**src/hw/rtl/sbsa_pkg.sv**
```systemverilog
// slab bitmap slot allocator: shared types and constants
// no dependencies; every other file of the block but sbsa_ram uses this package
`default_nettype none

package sbsa_pkg;

  localparam int ADDR_BITS   = 64;
  localparam int CHUNK_W     = 17;
  localparam int HDR_W       = 13;
  localparam int SLOTS_W     = 9;
  localparam int CNT_W       = 9;
  localparam int SLOT_OUT_W  = 8;
  localparam int STATUS_W    = 3;
  localparam int CFG_IDX_W   = 8;

  // bitmap word geometry
  localparam int WORD_W      = 16;
  localparam int WBIT_W      = 4;

  // divider: offset below 511 * 131072, quotient below 512
  localparam int OFF_W       = 26;
  localparam int Q_W         = 9;
  localparam int DIV_CNT_W   = 4;

  localparam logic [CFG_IDX_W-1:0] CFG_SLAB_BASE    = 8'd0;
  localparam logic [CFG_IDX_W-1:0] CFG_CHUNK_BYTES  = 8'd1;
  localparam logic [CFG_IDX_W-1:0] CFG_HEADER_BYTES = 8'd2;
  localparam logic [CFG_IDX_W-1:0] CFG_SLOTS_IN_USE = 8'd3;

  localparam logic KIND_ALLOC = 1'b0;
  localparam logic KIND_FREE  = 1'b1;

  typedef enum logic [STATUS_W-1:0] {
    STAT_ALLOC  = 3'd0,
    STAT_FREED  = 3'd1,
    STAT_NOSLOT = 3'd2,
    STAT_IGNORE = 3'd3,
    STAT_BADBND = 3'd4,
    STAT_DOUBLE = 3'd5
  } status_t;

  typedef enum logic [3:0] {
    S_CLEAR,
    S_IDLE,
    S_RANGE,
    S_BOUND,
    S_DIV,
    S_SCAN,
    S_SWEEP,
    S_UPDATE,
    S_MUL,
    S_ADD1,
    S_ADD2,
    S_RESULT
  } state_t;

  typedef struct packed {
    logic              done;
    logic              found;
    logic [CNT_W-1:0]  used;
    logic [WBIT_W-1:0] fbit;
    logic [WORD_W-1:0] word;
  } scan_stat_t;

endpackage

`default_nettype wire

```
**src/hw/rtl/sbsa_req_if.sv**
```systemverilog
// request channel: kind and payload address
// depends on sbsa_pkg
`default_nettype none

interface sbsa_req_if;
  logic                           valid;
  logic                           ready;
  logic                           kind;
  logic [sbsa_pkg::ADDR_BITS-1:0] payload_address;

  modport source (output valid, output kind, output payload_address, input ready);
  modport sink   (input valid, input kind, input payload_address, output ready);
endinterface

`default_nettype wire

```
**src/hw/rtl/sbsa_rsp_if.sv**
```systemverilog
// result channel: status, address, slot and occupancy marks
// depends on sbsa_pkg
`default_nettype none

interface sbsa_rsp_if;
  logic                            valid;
  logic                            ready;
  logic [sbsa_pkg::STATUS_W-1:0]   status;
  logic [sbsa_pkg::ADDR_BITS-1:0]  result_address;
  logic [sbsa_pkg::SLOT_OUT_W-1:0] slot_index;
  logic [sbsa_pkg::CNT_W-1:0]      free_slots;
  logic                            all_taken;
  logic                            slab_empty;

  modport source (output valid, output status, output result_address, output slot_index,
                  output free_slots, output all_taken, output slab_empty, input ready);
  modport sink   (input valid, input status, input result_address, input slot_index,
                  input free_slots, input all_taken, input slab_empty, output ready);
endinterface

`default_nettype wire

```
**src/hw/rtl/sbsa_cfg_if.sv**
```systemverilog
// configuration write channel: register index and data
// depends on sbsa_pkg
`default_nettype none

interface sbsa_cfg_if;
  logic                           valid;
  logic                           ready;
  logic [sbsa_pkg::CFG_IDX_W-1:0] index;
  logic [sbsa_pkg::ADDR_BITS-1:0] data;

  modport source (output valid, output index, output data, input ready);
  modport sink   (input valid, input index, input data, output ready);
endinterface

`default_nettype wire

```
**src/hw/rtl/sbsa_ram.sv**
```systemverilog
// generic single-clock ram, one write port, one read port, registered read
// no dependencies
`default_nettype none

module sbsa_ram #(
  parameter int WIDTH  = 16,
  parameter int DEPTH  = 16,
  parameter int ADDR_W = (DEPTH > 1) ? $clog2(DEPTH) : 1
) (
  input  logic              clk,
  input  logic              wr_en,
  input  logic [ADDR_W-1:0] wr_addr,
  input  logic [WIDTH-1:0]  wr_data,
  input  logic              rd_en,
  input  logic [ADDR_W-1:0] rd_addr,
  output logic [WIDTH-1:0]  rd_data
);

  logic [WIDTH-1:0] mem [DEPTH];

  always_ff @(posedge clk) begin
    if (wr_en) begin
      mem[wr_addr] <= wr_data;
    end
    if (rd_en) begin
      rd_data <= mem[rd_addr];
    end
  end

endmodule

`default_nettype wire

```
**src/hw/rtl/sbsa_div.sv**
```systemverilog
// restoring divider: slab offset by chunk size, one quotient bit per cycle
// depends on sbsa_pkg
`default_nettype none

module sbsa_div (
  input  logic                            clk,
  input  logic                            rst,
  input  logic                            start,
  input  logic [sbsa_pkg::OFF_W-1:0]      dividend,
  input  logic [sbsa_pkg::CHUNK_W-1:0]    divisor,
  output logic                            done,
  output logic [sbsa_pkg::Q_W-1:0]        quotient,
  output logic [sbsa_pkg::CHUNK_W-1:0]    remainder
);

  localparam int OFF_W = sbsa_pkg::OFF_W;
  localparam int DVS_W = sbsa_pkg::OFF_W + 1;
  localparam int Q_W   = sbsa_pkg::Q_W;
  localparam int CW    = sbsa_pkg::DIV_CNT_W;

  logic             running;
  logic [CW-1:0]    cnt;
  logic [OFF_W-1:0] rem_r;
  logic [DVS_W-1:0] dvs;
  logic [Q_W-1:0]   q;
  logic [DVS_W-1:0] rem_x;
  logic             ge;

  assign rem_x     = DVS_W'(rem_r);
  assign ge        = rem_x >= dvs;
  assign done      = running && (cnt == '0);
  assign quotient  = q;
  assign remainder = sbsa_pkg::CHUNK_W'(rem_r);

  always_ff @(posedge clk) begin
    if (rst) begin
      running <= 1'b0;
      cnt     <= '0;
    end else if (start) begin
      running <= 1'b1;
      cnt     <= CW'(Q_W);
    end else if (done) begin
      running <= 1'b0;
    end else if (running) begin
      cnt <= cnt - 1'b1;
    end
  end

  always_ff @(posedge clk) begin
    if (start) begin
      rem_r <= dividend;
      dvs   <= DVS_W'(divisor) << (Q_W - 1);
      q     <= '0;
    end else if (running && !done) begin
      rem_r <= ge ? OFF_W'(rem_x - dvs) : rem_r;
      q     <= {q[Q_W-2:0], ge};
      dvs   <= dvs >> 1;
    end
  end

endmodule

`default_nettype wire

```
**src/hw/rtl/sbsa_scan.sv**
```systemverilog
// bitmap sweep: reads every word, counts used active slots, finds the
// lowest free slot or captures the word of a slot being freed; uses sbsa_pkg
`default_nettype none

module sbsa_scan #(
  parameter int DEPTH  = 16,
  parameter int ADDR_W = (DEPTH > 1) ? $clog2(DEPTH) : 1
) (
  input  logic                         clk,
  input  logic                         rst,
  input  logic                         start,
  input  logic                         alloc,
  input  logic [sbsa_pkg::CNT_W-1:0]   n_act,
  input  logic [ADDR_W-1:0]            tgt,
  output logic                         rd_en,
  output logic [ADDR_W-1:0]            rd_addr,
  input  logic [sbsa_pkg::WORD_W-1:0]  rd_data,
  output logic [ADDR_W-1:0]            found_addr,
  output sbsa_pkg::scan_stat_t         stat
);

  localparam int WORD_W = sbsa_pkg::WORD_W;
  localparam int BIT_W  = sbsa_pkg::WBIT_W;
  localparam int CNT_W  = sbsa_pkg::CNT_W;
  localparam int IDX_W  = 16;
  localparam int POP_W  = BIT_W + 1;

  logic                busy;
  logic [ADDR_W:0]     issue_ptr;
  logic                rd_vld;
  logic [ADDR_W-1:0]   rd_addr_q;
  logic [CNT_W-1:0]    cnt;
  logic                found;
  logic [BIT_W-1:0]    fbit;
  logic [WORD_W-1:0]   word;
  logic                issuing;
  logic                done;
  logic [WORD_W-1:0]   mask;
  logic [WORD_W-1:0]   used_m;
  logic [WORD_W-1:0]   free_m;
  logic [POP_W-1:0]    pop;
  logic [BIT_W-1:0]    first;

  assign issuing = busy && (issue_ptr != (ADDR_W + 1)'(DEPTH));
  assign rd_en   = issuing;
  assign rd_addr = issue_ptr[ADDR_W-1:0];
  assign done    = busy && !issuing && !rd_vld;

  always_comb begin
    for (int b = 0; b < WORD_W; b++) begin
      mask[b] = IDX_W'({rd_addr_q, BIT_W'(b)}) < IDX_W'(n_act);
    end
    used_m = rd_data & mask;
    free_m = ~rd_data & mask;
    pop    = '0;
    first  = '0;
    for (int b = 0; b < WORD_W; b++) begin
      pop = pop + POP_W'(used_m[b]);
    end
    for (int b = WORD_W - 1; b >= 0; b--) begin
      if (free_m[b]) begin
        first = BIT_W'(b);
      end
    end
  end

  always_ff @(posedge clk) begin
    if (rst) begin
      busy      <= 1'b0;
      issue_ptr <= '0;
      rd_vld    <= 1'b0;
    end else begin
      rd_vld <= rd_en;
      if (start) begin
        busy      <= 1'b1;
        issue_ptr <= '0;
      end else if (done) begin
        busy <= 1'b0;
      end else if (issuing) begin
        issue_ptr <= issue_ptr + 1'b1;
      end
    end
  end

  always_ff @(posedge clk) begin
    rd_addr_q <= rd_addr;
    if (start) begin
      cnt   <= '0;
      found <= 1'b0;
    end else if (rd_vld) begin
      cnt <= cnt + CNT_W'(pop);
      if (alloc && !found && (free_m != '0)) begin
        found      <= 1'b1;
        found_addr <= rd_addr_q;
        fbit       <= first;
        word       <= rd_data;
      end
      if (!alloc && (rd_addr_q == tgt)) begin
        word <= rd_data;
      end
    end
  end

  assign stat.done  = done;
  assign stat.found = found;
  assign stat.used  = cnt;
  assign stat.fbit  = fbit;
  assign stat.word  = word;

endmodule

`default_nettype wire

```
**src/hw/rtl/slab_bitmap_slot_allocator_core.sv**
```systemverilog
// slab slot allocator top: config registers, request sequencer, bitmap ram
// depends on sbsa_pkg, the three channel interfaces, sbsa_ram, sbsa_div, sbsa_scan
//
//  channel  dir  beat contents
//  -------  ---  -----------------------------------------------------------
//  req      in   kind, payload_address
//  rsp      out  status, result_address, slot_index, free_slots, all_taken,
//                slab_empty
//  cfg      in   index (0 base, 1 chunk, 2 header, 3 slots), data; ready
//                always high
//
// one request at a time; the time a beat takes is set by the word-serial sweep
// of the bitmap ram, plus the 9-step divider on frees that pass the range check.
// after reset a clearing pass zeroes the ram word by word with req ready low.
// a result held by rsp back-pressure lets the next request in; its own result
// waits in the final state until the output register frees.
`default_nettype none

module slab_bitmap_slot_allocator_core #(
  parameter int MAX_SLOTS = 256
) (
  input  logic        clk,
  input  logic        rst,
  sbsa_req_if.sink    req,
  sbsa_rsp_if.source  rsp,
  sbsa_cfg_if.sink    cfg
);

  localparam int WORD_W = sbsa_pkg::WORD_W;
  localparam int BIT_W  = sbsa_pkg::WBIT_W;
  localparam int CNT_W  = sbsa_pkg::CNT_W;
  localparam int AB     = sbsa_pkg::ADDR_BITS;
  localparam int DEPTH  = (MAX_SLOTS + WORD_W - 1) / WORD_W;
  localparam int ADDR_W = (DEPTH > 1) ? $clog2(DEPTH) : 1;
  localparam int SLOT_W = $clog2(MAX_SLOTS);
  localparam int PROD_W = SLOT_W + sbsa_pkg::CHUNK_W;
  localparam int SUM_W  = PROD_W + 1;
  localparam int SPAN_W = sbsa_pkg::OFF_W + 1;
  localparam logic [12:0] MAX_L = 13'(MAX_SLOTS);

  sbsa_pkg::state_t state, state_next;

  // configuration
  logic [AB-1:0]                    slab_base;
  logic [sbsa_pkg::CHUNK_W-1:0]     chunk_bytes;
  logic [sbsa_pkg::HDR_W-1:0]       header_bytes;
  logic [sbsa_pkg::SLOTS_W-1:0]     slots_in_use;
  logic [CNT_W-1:0]                 n_act;
  logic [SPAN_W-1:0]                span;

  // request datapath
  logic [ADDR_W-1:0]     clr_ptr;
  logic                  is_free;
  logic [AB-1:0]         addr_in;
  logic [AB-1:0]         off;
  logic                  ign;
  logic                  chk_ok;
  sbsa_pkg::status_t     stat;
  logic [SLOT_W-1:0]     slot;
  logic [CNT_W-1:0]      used_after;
  logic [PROD_W-1:0]     prod;
  logic [SUM_W-1:0]      osum;
  logic [AB-1:0]         addr_out;
  logic                  out_range;
  logic [CNT_W-1:0]      free_n;

  // result register
  logic                               rsp_valid;
  sbsa_pkg::status_t                  rsp_status;
  logic [AB-1:0]                      rsp_addr;
  logic [sbsa_pkg::SLOT_OUT_W-1:0]    rsp_slot;
  logic [CNT_W-1:0]                   rsp_free;
  logic                               rsp_full;
  logic                               rsp_empty;
  logic                               rsp_load;

  // ram and unit hookup
  logic                   ram_wr_en;
  logic [ADDR_W-1:0]      ram_wr_addr;
  logic [WORD_W-1:0]      ram_wr_data;
  logic                   ram_rd_en;
  logic [ADDR_W-1:0]      ram_rd_addr;
  logic [WORD_W-1:0]      ram_rd_data;
  logic                   scan_start;
  logic [ADDR_W-1:0]      scan_addr;
  logic [ADDR_W-1:0]      tgt_addr;
  logic [BIT_W-1:0]       bpos;
  sbsa_pkg::scan_stat_t   scan;
  logic                   div_start;
  logic                   div_done;
  logic [sbsa_pkg::Q_W-1:0]     div_q;
  logic [sbsa_pkg::CHUNK_W-1:0] div_rem;
  logic [SLOT_W-1:0]      alloc_slot;
  logic                   free_hit;

  assign n_act      = (13'(slots_in_use) > MAX_L) ? CNT_W'(MAX_L) : slots_in_use;
  assign out_range  = ign || (off < AB'(header_bytes)) || (off >= AB'(span));
  assign tgt_addr   = ADDR_W'(slot >> BIT_W);
  assign bpos       = BIT_W'(slot);
  assign alloc_slot = SLOT_W'({scan_addr, scan.fbit});
  assign free_hit   = scan.word[bpos];
  assign free_n     = n_act - used_after;
  assign rsp_load   = (state == sbsa_pkg::S_RESULT) && (!rsp_valid || rsp.ready);

  sbsa_ram #(.WIDTH(WORD_W), .DEPTH(DEPTH), .ADDR_W(ADDR_W)) u_ram (
    .clk     (clk),
    .wr_en   (ram_wr_en),
    .wr_addr (ram_wr_addr),
    .wr_data (ram_wr_data),
    .rd_en   (ram_rd_en),
    .rd_addr (ram_rd_addr),
    .rd_data (ram_rd_data)
  );

  sbsa_scan #(.DEPTH(DEPTH), .ADDR_W(ADDR_W)) u_scan (
    .clk        (clk),
    .rst        (rst),
    .start      (scan_start),
    .alloc      (!is_free),
    .n_act      (n_act),
    .tgt        (tgt_addr),
    .rd_en      (ram_rd_en),
    .rd_addr    (ram_rd_addr),
    .rd_data    (ram_rd_data),
    .found_addr (scan_addr),
    .stat       (scan)
  );

  sbsa_div u_div (
    .clk       (clk),
    .rst       (rst),
    .start     (div_start),
    .dividend  (off[sbsa_pkg::OFF_W-1:0]),
    .divisor   (chunk_bytes),
    .done      (div_done),
    .quotient  (div_q),
    .remainder (div_rem)
  );

  // next state
  always_comb begin
    state_next = state;
    case (state)
      sbsa_pkg::S_CLEAR: begin
        if (clr_ptr == ADDR_W'(DEPTH - 1)) state_next = sbsa_pkg::S_IDLE;
      end
      sbsa_pkg::S_IDLE: begin
        if (req.valid) begin
          state_next = (req.kind == sbsa_pkg::KIND_FREE) ? sbsa_pkg::S_RANGE
                                                         : sbsa_pkg::S_SCAN;
        end
      end
      sbsa_pkg::S_RANGE:  state_next = sbsa_pkg::S_BOUND;
      sbsa_pkg::S_BOUND:  state_next = out_range ? sbsa_pkg::S_SCAN : sbsa_pkg::S_DIV;
      sbsa_pkg::S_DIV: begin
        if (div_done) state_next = sbsa_pkg::S_SCAN;
      end
      sbsa_pkg::S_SCAN:   state_next = sbsa_pkg::S_SWEEP;
      sbsa_pkg::S_SWEEP: begin
        if (scan.done) state_next = sbsa_pkg::S_UPDATE;
      end
      sbsa_pkg::S_UPDATE: begin
        state_next = (!is_free && scan.found) ? sbsa_pkg::S_MUL : sbsa_pkg::S_RESULT;
      end
      sbsa_pkg::S_MUL:    state_next = sbsa_pkg::S_ADD1;
      sbsa_pkg::S_ADD1:   state_next = sbsa_pkg::S_ADD2;
      sbsa_pkg::S_ADD2:   state_next = sbsa_pkg::S_RESULT;
      sbsa_pkg::S_RESULT: begin
        if (rsp_load) state_next = sbsa_pkg::S_IDLE;
      end
      default:            state_next = sbsa_pkg::S_CLEAR;
    endcase
  end

  // state outputs
  always_comb begin
    req.ready   = 1'b0;
    scan_start  = 1'b0;
    div_start   = 1'b0;
    ram_wr_en   = 1'b0;
    ram_wr_addr = clr_ptr;
    ram_wr_data = '0;
    case (state)
      sbsa_pkg::S_CLEAR: begin
        ram_wr_en = 1'b1;
      end
      sbsa_pkg::S_IDLE:  req.ready  = 1'b1;
      sbsa_pkg::S_BOUND: div_start  = !out_range;
      sbsa_pkg::S_SCAN:  scan_start = 1'b1;
      sbsa_pkg::S_UPDATE: begin
        if (!is_free) begin
          ram_wr_en   = scan.found;
          ram_wr_addr = scan_addr;
          ram_wr_data = scan.word | (WORD_W'(1) << scan.fbit);
        end else begin
          ram_wr_en   = chk_ok && free_hit;
          ram_wr_addr = tgt_addr;
          ram_wr_data = scan.word & ~(WORD_W'(1) << bpos);
        end
      end
      default: begin
      end
    endcase
  end

  assign cfg.ready = 1'b1;

  always_ff @(posedge clk) begin
    if (rst) begin
      state        <= sbsa_pkg::S_CLEAR;
      clr_ptr      <= '0;
      rsp_valid    <= 1'b0;
      slab_base    <= '0;
      chunk_bytes  <= 17'd64;
      header_bytes <= 13'd32;
      slots_in_use <= 9'd256;
    end else begin
      state <= state_next;
      if (state == sbsa_pkg::S_CLEAR) begin
        clr_ptr <= clr_ptr + 1'b1;
      end
      if (rsp_load) begin
        rsp_valid <= 1'b1;
      end else if (rsp.ready) begin
        rsp_valid <= 1'b0;
      end
      if (cfg.valid) begin
        case (cfg.index)
          sbsa_pkg::CFG_SLAB_BASE:    slab_base    <= cfg.data;
          sbsa_pkg::CFG_CHUNK_BYTES:  chunk_bytes  <= cfg.data[sbsa_pkg::CHUNK_W-1:0];
          sbsa_pkg::CFG_HEADER_BYTES: header_bytes <= cfg.data[sbsa_pkg::HDR_W-1:0];
          sbsa_pkg::CFG_SLOTS_IN_USE: slots_in_use <= cfg.data[sbsa_pkg::SLOTS_W-1:0];
          default: begin
          end
        endcase
      end
    end
  end

  always_ff @(posedge clk) begin
    span <= SPAN_W'(n_act) * SPAN_W'(chunk_bytes);
    case (state)
      sbsa_pkg::S_IDLE: begin
        if (req.valid) begin
          is_free  <= (req.kind == sbsa_pkg::KIND_FREE);
          addr_in  <= req.payload_address;
          slot     <= '0;
          addr_out <= '0;
          chk_ok   <= 1'b0;
          stat     <= sbsa_pkg::STAT_IGNORE;
        end
      end
      sbsa_pkg::S_RANGE: begin
        off <= addr_in - slab_base;
        ign <= (addr_in == '0) || (addr_in < slab_base);
      end
      sbsa_pkg::S_DIV: begin
        if (div_done) begin
          if (div_rem != sbsa_pkg::CHUNK_W'(header_bytes)) begin
            stat <= sbsa_pkg::STAT_BADBND;
          end else begin
            chk_ok <= 1'b1;
            slot   <= SLOT_W'(div_q);
          end
        end
      end
      sbsa_pkg::S_UPDATE: begin
        used_after <= scan.used;
        if (!is_free) begin
          if (scan.found) begin
            stat       <= sbsa_pkg::STAT_ALLOC;
            slot       <= alloc_slot;
            used_after <= scan.used + 1'b1;
          end else begin
            stat <= sbsa_pkg::STAT_NOSLOT;
          end
        end else if (chk_ok) begin
          if (free_hit) begin
            stat       <= sbsa_pkg::STAT_FREED;
            used_after <= scan.used - 1'b1;
          end else begin
            stat <= sbsa_pkg::STAT_DOUBLE;
          end
        end
      end
      sbsa_pkg::S_MUL:  prod     <= PROD_W'(slot) * PROD_W'(chunk_bytes);
      sbsa_pkg::S_ADD1: osum     <= SUM_W'(prod) + SUM_W'(header_bytes);
      sbsa_pkg::S_ADD2: addr_out <= slab_base + AB'(osum);
      default: begin
      end
    endcase
  end

  always_ff @(posedge clk) begin
    if (rsp_load) begin
      rsp_status <= stat;
      rsp_addr   <= addr_out;
      rsp_slot   <= sbsa_pkg::SLOT_OUT_W'(slot);
      rsp_free   <= free_n;
      rsp_full   <= (free_n == '0);
      rsp_empty  <= (stat == sbsa_pkg::STAT_FREED) && (used_after == '0);
    end
  end

  assign rsp.valid          = rsp_valid;
  assign rsp.status         = rsp_status;
  assign rsp.result_address = rsp_addr;
  assign rsp.slot_index     = rsp_slot;
  assign rsp.free_slots     = rsp_free;
  assign rsp.all_taken      = rsp_full;
  assign rsp.slab_empty     = rsp_empty;

endmodule

`default_nettype wire

```
**src/flat_wrapper.sv**
```systemverilog
// flat-port wrapper written by rule: the top's interface ports become plain ports
module slab_bitmap_slot_allocator_core_flat 
#(
  parameter int MAX_SLOTS = 256
)
  (clk, rst, req_valid, req_kind, req_payload_address, req_ready, rsp_valid, rsp_status, rsp_result_address, rsp_slot_index, rsp_free_slots, rsp_all_taken, rsp_slab_empty, rsp_ready, cfg_valid, cfg_index, cfg_data, cfg_ready);
  sbsa_req_if req_i ();
  sbsa_rsp_if rsp_i ();
  sbsa_cfg_if cfg_i ();
  input  logic clk;
  input  logic rst;
  input wire logic [$bits(req_i.valid)-1:0] req_valid;
  input wire logic [$bits(req_i.kind)-1:0] req_kind;
  input wire logic [$bits(req_i.payload_address)-1:0] req_payload_address;
  output wire logic [$bits(req_i.ready)-1:0] req_ready;
  output wire logic [$bits(rsp_i.valid)-1:0] rsp_valid;
  output wire logic [$bits(rsp_i.status)-1:0] rsp_status;
  output wire logic [$bits(rsp_i.result_address)-1:0] rsp_result_address;
  output wire logic [$bits(rsp_i.slot_index)-1:0] rsp_slot_index;
  output wire logic [$bits(rsp_i.free_slots)-1:0] rsp_free_slots;
  output wire logic [$bits(rsp_i.all_taken)-1:0] rsp_all_taken;
  output wire logic [$bits(rsp_i.slab_empty)-1:0] rsp_slab_empty;
  input wire logic [$bits(rsp_i.ready)-1:0] rsp_ready;
  input wire logic [$bits(cfg_i.valid)-1:0] cfg_valid;
  input wire logic [$bits(cfg_i.index)-1:0] cfg_index;
  input wire logic [$bits(cfg_i.data)-1:0] cfg_data;
  output wire logic [$bits(cfg_i.ready)-1:0] cfg_ready;
  assign req_i.valid = req_valid;
  assign req_i.kind = req_kind;
  assign req_i.payload_address = req_payload_address;
  assign req_ready = req_i.ready;
  assign rsp_valid = rsp_i.valid;
  assign rsp_status = rsp_i.status;
  assign rsp_result_address = rsp_i.result_address;
  assign rsp_slot_index = rsp_i.slot_index;
  assign rsp_free_slots = rsp_i.free_slots;
  assign rsp_all_taken = rsp_i.all_taken;
  assign rsp_slab_empty = rsp_i.slab_empty;
  assign rsp_i.ready = rsp_ready;
  assign cfg_i.valid = cfg_valid;
  assign cfg_i.index = cfg_index;
  assign cfg_i.data = cfg_data;
  assign cfg_ready = cfg_i.ready;
  slab_bitmap_slot_allocator_core #(.MAX_SLOTS(MAX_SLOTS)) u_core (.clk(clk), .rst(rst), .req(req_i), .rsp(rsp_i), .cfg(cfg_i));
endmodule
```
**config.mk**
```make
export PLATFORM = sky130hd
export DESIGN_NAME = slab_bitmap_slot_allocator_core_flat
export DESIGN_NICKNAME = d
export VERILOG_FILES = /design/src/hw/rtl/sbsa_pkg.sv /design/src/hw/rtl/sbsa_req_if.sv /design/src/hw/rtl/sbsa_rsp_if.sv /design/src/hw/rtl/sbsa_cfg_if.sv /design/src/hw/rtl/sbsa_ram.sv /design/src/hw/rtl/sbsa_div.sv /design/src/hw/rtl/sbsa_scan.sv /design/src/hw/rtl/slab_bitmap_slot_allocator_core.sv /design/src/flat_wrapper.sv
export SDC_FILE = /design/constraint.sdc
export NUM_CORES = 2
export LEC_CHECK = 0
export BUFFER_PORTS_ARGS = -buffer_cell sky130_fd_sc_hd__buf_4
export CAP_MARGIN = 5
export CORE_MARGIN = 2
export CORE_UTILIZATION = 55
export CTS_CLUSTER_DIAMETER = 150
export CTS_CLUSTER_SIZE = 24
export DETAILED_ROUTE_END_ITERATION = 7
export PLACE_DENSITY = 0.77
export SLEW_MARGIN = 20
export SYNTH_ARGS = -nofsm -noshare
export SYNTH_HDL_FRONTEND = slang
export SYNTH_SLANG_ARGS = --single-unit
```
**constraint.sdc**
```tcl
create_clock -name clk -period 8.8 [get_ports clk]
set_input_delay 0.88 -clock clk [delete_from_list [all_inputs] [get_ports clk]]
set_output_delay 0.88 -clock clk [all_outputs]
set_load 0.05 [all_outputs]
```
== Yosys cells after proc, flatten, opt, wreduce, memory -nomap -nowiden ==
Memories as Yosys holds them, arrays and structs flattened. A register that Yosys moved wholly into a read port is not among the register bits.
Cells that the tools add are included.

* Input bits: 142
* Flip-flop bits (word level): 599
* Output and inout bits: 89
* Memories kept: 1
* Logic and storage cells: 276
* RAM bits: 256

* Equality and inequality tests: 30
* $mul: 2
* Shift operators: 2
* Add/sub/neg operators: 26
* Magnitude comparators: 22
* Reductions and logical operators: 62
* Mux-type cells: 78
* Bitwise logic cells: 9

{| class="wikitable"
|+ Memory list
! memory !! depth !! bits a word !! rd ports !! clocked after memory_dff !! wr ports !! RTL line !! text
|-
| u_core.u_ram.mem || 16 || 16 || 1 || 1 || 1 || sbsa_ram.sv:19 || <nowiki>logic [WIDTH-1:0] mem [DEPTH];</nowiki>
|}

{| class="wikitable"
|+ Operator list
! cell !! number
|-
| $lt 8x9->1 || 16
|-
| $pmux 64 s2 || 1
|-
| $mux 26 || 3
|-
| $mux 4 || 18
|-
| $add 64x26->64 || 1
|-
| $ge 64x26->1 || 1
|-
| $logic_not 64->1 || 1
|-
| $lt 64x13->1 || 1
|-
| $lt 64x64->1 || 1
|-
| $mux 16 || 4
|-
| $mux 64 || 1
|-
| $sub 64x64->64 || 1
|-
| $add 5x1->5 || 11
|-
| $mux 25 || 2
|-
| $and 16x16->16 || 3
|-
| $pmux 4 s12 || 1
|-
| $mux 9 || 5
|-
| $mux 8 || 5
|-
| $mux 3 || 11
|-
| $not 16->16 || 2
|-
| $shl 1x4->16 const A || 2
|-
| $add 25x13->26 || 1
|-
| $ge 26x25->1 || 1
|-
| $mul 9x17->26 || 1
|-
| 53 further kinds || 137
|}

== Longest topological paths before layout ==
* Depth in word-level cells: 20
* Mapped depth: 29
* Depth with buffers taken out: 25

== Hierarchy ==
Synthesis repeated with hierarchy kept, for this count alone.

* Cell total of the unflattened synthesis: 4,614
* Area, all modules: 51,262.9 sq um

{| class="wikitable"
|+ By module, submodules not included
! module !! seq. area each (sq um) !! cells an instance !! times used !! area each (sq um)
|-
| slab_bitmap_slot_allocator_core || 13,332.8 || 3,379 || 1 || 33,716.1
|-
| sbsa_ram || 8,167.8 || 432 || 1 || 10,203.5
|-
| sbsa_div || 1,731.7 || 499 || 1 || 4,309.1
|-
| sbsa_scan || 1,141.1 || 304 || 1 || 3,034.2
|}

== Worst setup path after synthesis ==
OpenSTA, ideal clock, no wires.

* Path kind: reg-to-reg
* From: register u_core.slots_in_use[8] in the netlist's numbering
* To: register u_core.u_scan.cnt[8]
* Clock period less this slack: 6,862 ps
* Cell stages (with the launch flop): 30
* Data arrival time: 6,729 ps
* Required time: 8,667 ps
* Setup time: 133 ps
* Buffers on the path: 4
* Setup slack: 1,938 ps
* Cell sequence: dfxtp_1 -> clkbuf_1 -> clkbuf_1 -> nor2b_1 -> clkbuf_1 -> clkbuf_1 -> inv_1 -> ha_1 -> a21o_1 -> a21oi_1 -> o22a_1 -> nand2_1 -> nor2_1 -> nand3b_1 -> fa_1 -> inv_1 -> fa_1 -> inv_1 -> fa_1 -> inv_1 -> fa_1 -> fa_1 -> fa_1 -> a21o_1 -> a21oi_1 -> nor2b_1 -> o211a_1 -> nand3_1 -> xor2_1 -> nor2_1

* Longest elaborated chain between the ends: 20
* Elaborated cells on any way between the ends: 35
* Classes of those cells: 16 x add/sub; 17 x order compare; 1 x mux; 1 x bitwise

{| class="wikitable"
|+ RTL lines
! element !! RTL line !! text
|-
| from (decl) || slab_bitmap_slot_allocator_core.sv:47 || <nowiki>logic [sbsa_pkg::SLOTS_W-1:0] slots_in_use;</nowiki>
|-
| from (signal assigned) || slab_bitmap_slot_allocator_core.sv:232 || <nowiki>sbsa_pkg::CFG_SLOTS_IN_USE: slots_in_use <= cfg.data[sbsa_pkg::SLOTS_W-1:0];</nowiki>
|-
| $gt 9x9->1 || slab_bitmap_slot_allocator_core.sv:96 || <nowiki>assign n_act = (13'(slots_in_use) > MAX_L) ? CNT_W'(MAX_L) : slots_in_use;</nowiki>
|-
| $mux 9 (*) || slab_bitmap_slot_allocator_core.sv:96 ||
|-
| $lt 8x9->1 || sbsa_scan.sv:51 || <nowiki>mask[b] = IDX_W'({rd_addr_q, BIT_W'(b)}) < IDX_W'(n_act);</nowiki>
|-
| $and 16x16->16 (*) || sbsa_scan.sv:53 || <nowiki>used_m = rd_data & mask;</nowiki>
|-
| $add 1x1->2 || sbsa_scan.sv:58 || <nowiki>pop = pop + POP_W'(used_m[b]);</nowiki>
|-
| $add 2x1->3 || sbsa_scan.sv:58 ||
|-
| $add 3x1->4 || sbsa_scan.sv:58 ||
|-
| $add 4x1->5 || sbsa_scan.sv:58 ||
|-
| $add 5x1->5 (10 in series) || sbsa_scan.sv:58 ||
|-
| $add 5x1->5 (*) || sbsa_scan.sv:58 ||
|-
| $add 9x5->9 (*) || sbsa_scan.sv:91 || <nowiki>cnt <= cnt + CNT_W'(pop);</nowiki>
|-
| to (signal assigned) || sbsa_scan.sv:91 ||
|-
| to (decl) || sbsa_scan.sv:32 || <nowiki>logic [CNT_W-1:0] cnt;</nowiki>
|}

Every way passes the cells marked *; elsewhere a longest branch is shown, timed or not.
A chain may end at the register's enable or synchronous reset.

== Final worst setup path ==
Ends and elaborated chain as after synthesis.

==> reports/results.tsv <==
metric	value	unit
timing.final.crit_period	7220	ps
ys_ff_latch	871	
crit_cells	26	
port_buffers	229	
drive_gt1_share	10.2	%
final_core_util	60.5	%
ys_warn_count	0	
tightest_slew	1130	ps
rsz0062_at_grt	false	
antenna_found_initial	1	
cts_hold_buf	0	
cts-htree-levels	2	
post-route-period-util	82.0	%
die_x	306	um
instances_no_fill	5874	
synth-async-reset-ratio	0	%
tritoncts	done	
ctsResizeCount	0	
synth_cells	4510	
io_pins	231	
worst_path_dominant_cell_family	adder cells	
finalMaxSlewViolations	0	
yosys.cell_types.count	77	
insertion_delay	660	ps
stdcell_area	54600	um2
relSlewSlack	24.9	%
worst_slack	1580	ps
max_stage_delay	700	ps
synth.most_common_cell	edfxtp_1	
clkPwrFrac	26.7	%
wl_per_cell	21.8	um
comb_power_share	15.1	%
hold_viol	0	
grt_pass1_wl	198000	um
yosys.area.top_type_share	41.3	%
dpl_cell_area	53400	um2
path_buf_inv	6	
yosys-top-cells-area	edfxtp_1 41%, fa_1 8.5%, dfxtp_1 7.2%	
grt_max_degree	70	
fin_skew	46.8	ps
die_h	306	um
drtIter0Drc	3207	
r2r_slack	1580	ps
ys.flop_type	edfxtp_1	
drtAntennaViolNets	0	
cts_made_buffers	42	
hold_class	reg2reg	
grt_pass1_vias	34824	
required	9290	ps
status	completed	
drc_errors	0	
die-area	93800	um2
n_antenna_cell	0	
reg2reg_depth	26	
crit_slowest_cell	dfxtp_1	
clk_pin_slew_worst_paths	100	ps
dp_hpwl	92900	um
swShare	26.8	%
grt-ovfl-total	0	
peakVddDrop	176	uV
max_cap_violations	0	
first_pass_iters	6	
cellLeakagePower	21.1	nW
grt_use_total	27.2	%
p_seq_share	58.2	%
rr_endpoint	u_core.u_scan.cnt[8]	
endpoint	u_core.u_scan.cnt[8]	
nets	5304	
ys_seq_area_share	48.5	%
syn_area	50300	um2
cts_max_path_buffers	3	
crit_path_frequent_cell	fa_1	
post_cts_buffers	0	
end_kind	register	
place_congestion	0.917	
p_per_area	154	nW/um2
vias	35292	
timing.setup.tns	0	ps
critPathLaunchType	register	
switchingPower	2.26	mW
setup_viol	0	
fmax	139	MHz
synth_area_leader_cell	edfxtp_1	
initial_utilization	55.7	%
cts_sinks	871	
r2r_start	u_core.slots_in_use[8]	
dp_cells	5795	
rows	110	
core_area	90300	um2
via_per_inst	6.01	
synth_nets	5150	
cp_max_fo	23	
p_int	6.16	mW
worst_ep_arrival_time	7710	ps
wirelength	128000	um
pre_cts_ws	1610	ps
critPathLaunch	u_core.slots_in_use[8]	
synth-edff-count	691	
synthToLayoutAreaGrowth	8.63	%
synthTopCellsByCount	691 x edfxtp_1, 575 x nand2_1, 435 x inv_1, 290 x a21oi_1, 285 x ha_1	
syn_area_per_cell	11.1	um2
root_buffer	clkbuf_16	
critPathKind	reg2reg	
sequential cells by signal, indices dropped and copies added (netlist names), 9 cells and up:
name and flops:
u_core.osum 26, u_core.u_ram.rd_data 16, u_core.header_bytes 13, u_core.off 64, u_core.prod 25, u_core.u_scan.cnt 9
u_core.slab_base 64, u_core.rsp.free_slots 9, u_core.rsp.result_address 64, u_core.used_after 9, u_core.addr_in 64, u_core.span 26
u_core.slots_in_use 9, u_core.u_div.rem_r 26, u_core.chunk_bytes 17, u_core.u_scan.word 16, u_core.addr_out 64, u_core.u_ram.mem 256
u_core.u_div.dvs 25
worst register-to-register path, stage by stage, from the launching register on:
cell and delay [ps]:
dfxtp_1 700, buf_4 360, nor2b_1 80, buf_4 210
inv_1 80, ha_1 250, a21oi_1 340, o22a_1 340
nand2_1 250, nor2_1 300, nand3b_1 140, fa_1 490
inv_1 60, fa_1 490, inv_1 50, fa_1 470
inv_1 50, fa_1 510, fa_1 490, fa_1 420
a21o_1 190, a21oi_1 210, nor2b_1 70, o211a_1 230
nand3_1 110, xor2_1 150, nor2_1 50
worst min-delay path by stage:
stage          cells past startpoint                        from                             to  slack (ps)
2_1_floorplan                      0  u_core.u_scan.issue_ptr[3]     u_core.u_scan.rd_addr_q[3]         330
3_3_place_gp                       0         u_core.addr_out[61]  u_core.rsp.result_address[61]         400
3_5_place_dp                       0         u_core.addr_out[27]  u_core.rsp.result_address[27]         400
4_1_cts                            1     req_payload_address[55]             u_core.addr_in[55]         370
5_1_grt                            1     req_payload_address[62]             u_core.addr_in[62]         380
6_report                           0         u_core.addr_out[27]  u_core.rsp.result_address[27]         390
power by group through the flow:
stage	clock, mW	combinational (mW)	sequential [mW]
floorplan	0	0.900	4.89
global placement	0	1.22	4.98
detailed placement	0	1.26	4.99
CTS	2.28	1.28	4.90
global route	2.41	1.39	4.92
finish	2.24	1.27	4.90
metrics by stage:
stage,hold slack (ps),power (mW)
after floorplan,329,5.79
after global placement,401,6.20
after detailed placement,405,6.25
after CTS,370,8.45
after global routing,376,8.73
final,392,8.42
routing by layer:
layer	share of wire, %	vias up	routed length, um	GRT usage (%)
met1	40	17503	50800	35.6
met2	49	1387	62700	46.2
li1	-	16110	-	-
met5	0	-	0	0
met3	7.0	292	9010	3.28
met4	4.1	0	5280	10.8
cells by family (layout without fill, tap and decap cells):
family	after synthesis	after routing	synth area share, %
muxes	124	124	4.60
DFF	871	871	48.5
xor gates and xnor gates	233	233	4.06
adders and majority gates	498	498	15.6
and+or+nand+nor	1372	1372	12.7
AOI/OAI and AO/OA	790	790	9.96
other	1	1	0.00746
buffers and inverters	621	809	4.65
layout make-up:
cell class,count,area [um2]
multi-input combinational,3018,23700
inverter,435,1630
clock inverter,5,53.8
sequential,871,24400
fill,7171,35700
tap,1176,1470
timing repair buffer,296,2220
clock buffer,73,1180
cell usage in the layout (no fill, tap or decap), types with 34 or more instances in the layout:
cell         n
edfxtp_1   691
nand2_1    574
inv_1      435
buf_4      295
a21oi_1    290
ha_1       285
nor2_1     265
fa_1       213
dfxtp_1    178
xnor2_1    161
o21ai_0    122
and2_1     113
mux4_2      85
a21o_1      81
xor2_1      72
nor3_1      68
nor2b_1     61
nor4_1      51
nand3_1     49
nand4_1     45
nand2b_1    43
clkbuf_16   42
a211oi_1    37
o21a_1      35
mux2i_1     34
Power figures use the tool's default switching activity.
